==> config.mk <==
export PLATFORM = sky130hd
export DESIGN_NAME = tqlc_cell
export DESIGN_NICKNAME = d
export VERILOG_FILES = /design/src/rtl/timer_queue_with_lazy_cancel_unit_assert.svh /design/src/rtl/tqlc_pkg.sv /design/src/rtl/tqlc_cell.sv
export SDC_FILE = /design/constraint.sdc
export NUM_CORES = 1
export LEC_CHECK = 0
export ABC_AREA = 1
export BUFFER_PORTS_ARGS = -buffer_cell sky130_fd_sc_hd__buf_2
export CORE_AREA = 2 2 132 70
export CTS_CLUSTER_SIZE = 40
export DETAILED_ROUTE_END_ITERATION = 8
export DIE_AREA = 0 0 134 72
export GPL_TIMING_DRIVEN = 0
export PLACE_DENSITY = 0.84
export SKIP_LAST_GASP = 1
export SYNTH_ARGS = -nofsm -noshare
export SYNTH_HDL_FRONTEND = slang
export SYNTH_SLANG_ARGS = --single-unit
==> constraint.sdc <==
create_clock -name i_clk -period 5.93 [get_ports i_clk]
set_clock_uncertainty 0.05 [all_clocks]
set_input_delay 0.593 -clock i_clk [delete_from_list [all_inputs] [get_ports i_clk]]
set_output_delay 0.593 -clock i_clk [all_outputs]
set_load 0.005 [all_outputs]
==> src/rtl/timer_queue_with_lazy_cancel_unit_assert.svh <==
// Assertion macros for the timer queue RTL.
`ifndef TIMER_QUEUE_WITH_LAZY_CANCEL_UNIT_ASSERT_SVH
`define TIMER_QUEUE_WITH_LAZY_CANCEL_UNIT_ASSERT_SVH

`ifndef SYNTHESIS
// Same-cycle implication, checked out of reset.
`define TQLC_ASSERT_IMPL(label, ante, cons) \
    label: assert property (@(posedge i_clk) disable iff (!i_rst_n) (ante) |-> (cons)) \
        else $error("timer queue assertion failed");
// Next-cycle implication, checked out of reset.
`define TQLC_ASSERT_NEXT(label, ante, cons) \
    label: assert property (@(posedge i_clk) disable iff (!i_rst_n) (ante) |=> (cons)) \
        else $error("timer queue assertion failed");
`else
`define TQLC_ASSERT_IMPL(label, ante, cons)
`define TQLC_ASSERT_NEXT(label, ante, cons)
`endif

`endif

==> src/rtl/tqlc_pkg.sv <==
// Shared constants, codes and types of the timer queue.
`default_nettype none
package tqlc_pkg;
    localparam int MAX_TIMERS_DEF   = 64;
    localparam int REQUEST_BITS_DEF = 8;

    localparam int MODE_W  = 2;
    localparam int REQ_W   = 8;
    localparam int TMO_W   = 24;
    localparam int KIND_W  = 3;
    localparam int STEP_W  = 10;
    localparam int DL_W    = 48;

    localparam logic [TMO_W-1:0] TIME_MAX = '1;

    localparam logic [MODE_W-1:0] MODE_ADD    = 2'd0;
    localparam logic [MODE_W-1:0] MODE_CANCEL = 2'd1;
    localparam logic [MODE_W-1:0] MODE_TICK   = 2'd2;
    localparam logic [MODE_W-1:0] MODE_QUERY  = 2'd3;

    localparam logic [KIND_W-1:0] KIND_ADDED     = 3'd0;
    localparam logic [KIND_W-1:0] KIND_FULL      = 3'd1;
    localparam logic [KIND_W-1:0] KIND_CANCELLED = 3'd2;
    localparam logic [KIND_W-1:0] KIND_NO_TIMER  = 3'd3;
    localparam logic [KIND_W-1:0] KIND_EXPIRED   = 3'd4;
    localparam logic [KIND_W-1:0] KIND_NONE_EXP  = 3'd5;
    localparam logic [KIND_W-1:0] KIND_NEXT      = 3'd6;
    localparam logic [KIND_W-1:0] KIND_EMPTY     = 3'd7;

    typedef enum logic [2:0] {
        CMD_HOLD,
        CMD_ROT,
        CMD_DROP,
        CMD_ADD,
        CMD_CANCEL
    } t_cmd;

    // Broadcast to every cell each cycle.
    typedef struct packed {
        t_cmd            cmd;
        logic [DL_W-1:0] dl_new;
    } t_cell_ctl;
endpackage
`default_nettype wire

==> src/rtl/tqlc_cell.sv <==
// One timer slot of the queue chain.
`default_nettype none
module tqlc_cell #(
    parameter int IDX   = 0,
    parameter int CNT_W = 7,
    parameter int OWN_W = 8
) (
    input  wire                      i_clk,
    input  wire                      i_rst_n,
    input  wire tqlc_pkg::t_cell_ctl i_ctl,
    input  wire [CNT_W-1:0]          i_count,
    input  wire [OWN_W-1:0]          i_req,
    input  wire [tqlc_pkg::DL_W-1:0] i_nx_dl,
    input  wire [OWN_W-1:0]          i_nx_own,
    input  wire                      i_nx_cx,
    input  wire                      i_nx_new,
    input  wire [tqlc_pkg::DL_W-1:0] i_hd_dl,
    input  wire [OWN_W-1:0]          i_hd_own,
    input  wire                      i_hd_cx,
    input  wire                      i_hd_new,
    output logic [tqlc_pkg::DL_W-1:0] o_dl,
    output logic [OWN_W-1:0]          o_own,
    output logic                      o_cx,
    output logic                      o_new,
    output logic                      o_hit
);
    import tqlc_pkg::*;

    logic [DL_W-1:0]  r_dl, n_dl;
    logic [OWN_W-1:0] r_own, n_own;
    logic             r_cx, n_cx, r_new, n_new;
    logic             w_live, w_tail, w_mid, w_slot, w_match;

    assign w_live  = CNT_W'(IDX) < i_count;
    assign w_slot  = CNT_W'(IDX) == i_count;
    assign w_tail  = CNT_W'(IDX + 1) == i_count;
    assign w_mid   = CNT_W'(IDX + 1) < i_count;
    assign w_match = w_live && (r_own == i_req);

    // Newest live timer of the requester; independent of the command.
    assign o_hit   = w_match && r_new;

    always_comb begin
        n_dl  = r_dl;
        n_own = r_own;
        n_cx  = r_cx;
        n_new = r_new;
        case (i_ctl.cmd)
            CMD_ROT: begin
                if (w_tail) begin
                    n_dl = i_hd_dl; n_own = i_hd_own; n_cx = i_hd_cx; n_new = i_hd_new;
                end else if (w_mid) begin
                    n_dl = i_nx_dl; n_own = i_nx_own; n_cx = i_nx_cx; n_new = i_nx_new;
                end
            end
            CMD_DROP: begin
                n_dl = i_nx_dl; n_own = i_nx_own; n_cx = i_nx_cx; n_new = i_nx_new;
            end
            CMD_ADD: begin
                if (w_match) begin
                    n_new = 1'b0;
                end
                if (w_slot) begin
                    n_dl = i_ctl.dl_new; n_own = i_req; n_cx = 1'b0; n_new = 1'b1;
                end
            end
            CMD_CANCEL: begin
                if (w_match && r_new) begin
                    n_cx  = 1'b1;
                    n_new = 1'b0;
                end
            end
            default: begin
            end
        endcase
    end

    always_ff @(posedge i_clk) begin
        if (!i_rst_n) begin
            r_cx  <= 1'b0;
            r_new <= 1'b0;
        end else begin
            r_cx  <= n_cx;
            r_new <= n_new;
        end
    end

    always_ff @(posedge i_clk) begin
        r_dl  <= n_dl;
        r_own <= n_own;
    end

    assign o_dl  = r_dl;
    assign o_own = r_own;
    assign o_cx  = r_cx;
    assign o_new = r_new;
endmodule
`default_nettype wire

Word level (Yosys, flattened, before mapping) --
Index checks and enable logic that the tools add are counted.
Word-level totals: register bits 58, input port bits 184
Cells by class: reduce and logical (&&, ||, !) cells 8, muxes and demuxes 19, order comparisons 2, eq/ne operators 10
Operators with widths (count):
- $mux W48 | 3
- $pmux W48 S3 | 1
- $mux W8 | 3
- $pmux W8 S3 | 1
- $lt A1 B7 Y1 const A | 2
- $mux W1 | 9
- $eq A8 B8 Y1 | 1
- $pmux W1 S4 | 2
- $reduce_and A4 Y1 | 2
- $eq A1 B7 Y1 const A | 1
- $logic_not A7 Y1 | 1
- $eq A3 B2 Y1 const B | 2
- $ne A3 B3 Y1 const B | 2
- $ne A2 B2 Y1 const B | 2
- $reduce_bool A4 Y1 | 1
- $eq A3 B1 Y1 const B | 1
- $eq A3 B3 Y1 const B | 1
- $reduce_and A3 Y1 | 1
- $reduce_bool A3 Y1 | 1
- $logic_and A1 B1 Y1 | 2

Logic depth before layout (Yosys ltp) --
depth after elaboration 5, mapped depth 12

Least setup slack after synthesis --
OpenSTA, ideal clock, no wires.
path type input to register, start point in i_ctl[50] in the netlist's numbering, end point reg r_dl[0], in the netlist o_dl[0], enable pin, required time 5.391 ns, slack 1.594 ns, arrival time 3.798 ns, library setup time 0.489 ns, cell stages on the path 5, buffers on the path 2, cells stage by stage inv_2 nand2_2 clkbuf_1 buf_2 a21oi_1
Between the ends: cells in the longest elaborated chain, start to end 3, elaborated cells between the ends (all ways) 7, classes of those cells eq/ne (5); reduce/logical (2)
RTL lines:
- start, declared | RTL line tqlc_cell.sv:10 | input wire tqlc_pkg::t_cell_ctl i_ctl,
- $eq A3 B1 Y1 or $eq A3 B2 Y1 (tied branches) | RTL line tqlc_cell.sv:48 | case (i_ctl.cmd)
- $ne A3 B3 Y1 (no source line), or another cell as far along
- $reduce_and A3 Y1 (no source line) (*)
- end signal, assigned | RTL line tqlc_cell.sv:89 | r_dl <= n_dl;
- end, declared | RTL line tqlc_cell.sv:29 | logic [DL_W-1:0] r_dl, n_dl;
Every way passes the cells marked *; elsewhere a longest branch is shown, timed or not. A chain may end at the register's enable or synchronous reset.

Worst setup path after layout --
start point in i_count[3], end point out o_hit
Between the ends: cells in the longest elaborated chain, start to end 3
RTL lines:
- start, declared | RTL line tqlc_cell.sv:11 | input wire [CNT_W-1:0] i_count,
- $lt A1 B7 Y1 | RTL line tqlc_cell.sv:34 | assign w_live = CNT_W'(IDX) < i_count;
- $logic_and A1 B1 Y1 | RTL line tqlc_cell.sv:38 | assign w_match = w_live && (r_own == i_req);
- $logic_and A1 B1 Y1 | RTL line tqlc_cell.sv:41 | assign o_hit = w_match && r_new;
- end, declared | RTL line tqlc_cell.sv:25 | output logic o_hit
Every way passes these cells.

==> flow_summary.toml <==
[floorplan]
dieArea_um2 = 9650
num_rows = 24
floorplan.initialDensity = 0.410
coreArea_um2 = 8440
pin_count = 243
die_w_um = 134
fp.dieH_um = 72

[routing]
vias_per_cell = 5.37
vias = 4159
drt_iter0_markers = 342
drt_pass1_iterations = 7
wl_per_cell_um = 16.9
drt_wl_total_um = 13100
drc_errors = 0
drtAntennaViolNets = 0

[clocking]
cts_setup_buffers = 0
hold_buffers = 0
cts_num_sinks = 58
cts_max_level = 3
clk_latency_ps = 320
root_buffer = "clkbuf_16"
cts_tree = "built"
cts_resized = 0
clockBufferDepth = 2
cts_buffers = 9
clkTransAtPathRegs_ps = 50

[yosys]
synthXorXnorAreaFrac = 0.0101
synth_top_family_by_area = "compound AO/OA/AOI/OAI gates"
synth_top_area_cell = "edfxtp_1"
syn_area_um2 = 3460
yosysSeqAreaShare = 0.498
synth_top_flop_cell = "edfxtp_1"
netlist_top_cells_count = "nor2_1, o21ai_0, a22oi_1"
syn_avg_cell_area_um2 = 8.68
synthMuxAreaShare = 0
yosysWarnings = 0
yosys.cell_count.top_type = "nor2_1"
synth_fp_nets = 582
synthTopCellsByArea = "edfxtp_1, a22oi_1, o21ai_0, nor2_1, o21ai_1"
synth-seq-cells = 58
synth_edf_count = 56
synth_compound_area_frac = 0.298
synthAdderAreaFrac = 0
async_flop_share = 0
synth_top_area_frac = 0.487
netlist_instances = 398
synth_simple_gate_area_frac = 0.130
synth_cell_types = 20

[timing]
finalSetupViolations = 0
slew_violations = 0
grt_setup_unrepaired = "no"
finalSetupTns_ps = 0
max_freq_mhz = 449
post-route-min-period_ps = 2230
worst_slew_pin_slew_ps = 536
finalHoldViolations = 0
relSlewSlack = 0.643
finalCritPeriodShare = 0.376

[critical_path]
reg2reg_slack_ps = 4400
cp_cell_sequence = "buf_2, nor2_1, nand2_1, nor2_1, nor2_1, nand3_1, inv_1, buf_2"
worst-setup-path-type = "in -> out"
reg2reg_from = "o_own[7]"
worstReg2RegEnd = "o_new"
cp-end-kind = "output pin"
cp-start-kind = "input port"
critPathTopFamily = "simple AND/OR/NAND/NOR gates"
rr_worst_depth = 10
critPathRequiredTime_ps = 5290
critPathMostFrequentCell = "nor2_1"
critPathMaxStageDelay_ps = 250
cp_max_fo = 4
path_buf_inv = 3
slowest_stage = "nor2_1"
cp.arrival_ps = 1580

[place]
routabilityCongestion = 0.854
dp_hpwl_um = 10100
place_inst = 759
portBuffers = 242

[global_routing]
grt_max_degree = 27
grtUsageMet1 = 0.318
first_global_vias = 4040
grt.busiest_layer = "met2"
gr-usage-met2 = 0.459
grt_overflow = 0
grt.total_usage = 0.260
grt_use_met3 = 0.0671
grt_pass1_wl_um = 19500
antenna_found_initial = 1

[job]
maxCapViolCount = 0

[finish]
drive_gt1_frac = 0.438
stdcell_count = 774
num-nets-final = 837
diodes = 0
areaGrowthSynthToFinish_pct = 49.0

[pwr]
p_leak_nw = 2.36
p_per_area_nw_per_um2 = 244
ir_drop_uv = 148

[worst_hold_path]
hold_depth = 3
holdPathEnd = "o_new"
hp-start = "i_rst_n"
hold_path.class = "in -> reg"

[outcome]
status = "completed"
[report_power, final]
group,switching (mW),internal [mW],total [mW]
Sequential,0.0166,0.511,0.528
Clock,0.174,0.317,0.491
Combinational,0.123,0.116,0.239
Total,0.313,0.945,1.26
[cells by family after synthesis]
family	count (synthesis)
AOI/OAI and AO/OA	177
xor gates and xnor gates	4
buffers and inverters	47
DFF	58
and+or+nand+nor	112
[layer usage]
layer	vias to the layer above	part of all wire	routed length [um]
met5	-	0	0
met4	0	0.017	225
met3	28	0.086	1130
met2	245	0.49	6390
met1	1918	0.41	5360
li1	1968	-	-
[final cells by class]
type,instances,area [um2]
buffer,30,156
inverter,17,63.8
tap,117,146
fill,753,3290
multi-input combinational,293,1530
clock inverter,5,46.3
clock buffer,10,229
timing repair buffer,244,1260
sequential,58,1720
[how the worst max path moves through the flow]
stage / endpoint / slack (ps) / start / depth (start not counted)
detailed placement: o_dl[4] / 3440 / i_ctl[50] / 7
global placement: o_dl[29] / -110 / i_ctl[50] / 6
global route: o_hit / 3620 / i_count[3] / 8
finish: o_hit / 3700 / i_count[3] / 8
CTS: o_hit / 3720 / i_count[3] / 8
floorplan: o_dl[0] / 1590 / i_ctl[50] / 5
[registers in the layout (all words and copies together) (netlist names)]
register,cells
o_own,8
o_dl,48
o_new,1
o_cx,1
[through the flow]
| step | worst slack, ps | util | instance area [um2] | hold slack, ps | total power, mW |
|---|---|---|---|---|---|
| finish | 3700 | 0.610 | 5150 | 459 | 1.26 |
| global route | 3620 | 0.610 | 5150 | 463 | 1.31 |
| CTS | 3720 | 0.610 | 5150 | 450 | 1.26 |
| detailed placement | 3440 | 0.577 | 4870 | 442 | 0.773 |
| global placement | -111 | 0.570 | 4810 | 403 | 0.759 |
| floorplan | 1590 | - | 3460 | 410 | 0.625 |
[cell usage in the layout, fill, tap and decap left out, drive strengths merged, types with 4 or more instances in the layout]
cell type,synthesis,layout
clkinv,0,4
nor2,74,74
xnor2,4,4
inv,17,17
clkbuf,7,17
edfxtp,56,56
buf,23,267
nand2,34,34
a21oi,5,5
o21ai,114,114
a22oi,57,57
[worst register-to-register path, stage by stage (launching register included)]
cell,delay [ps]
edfxtp_1,410
nand2_1,90
nand2_1,60
nor2_1,170
nand2_1,80
nor2_1,140
nand3_1,130
nand2_1,120
nand3_1,80
nand2_1,60
nor2_1,30
No activity file was read; power rests on OpenSTA's default activity.
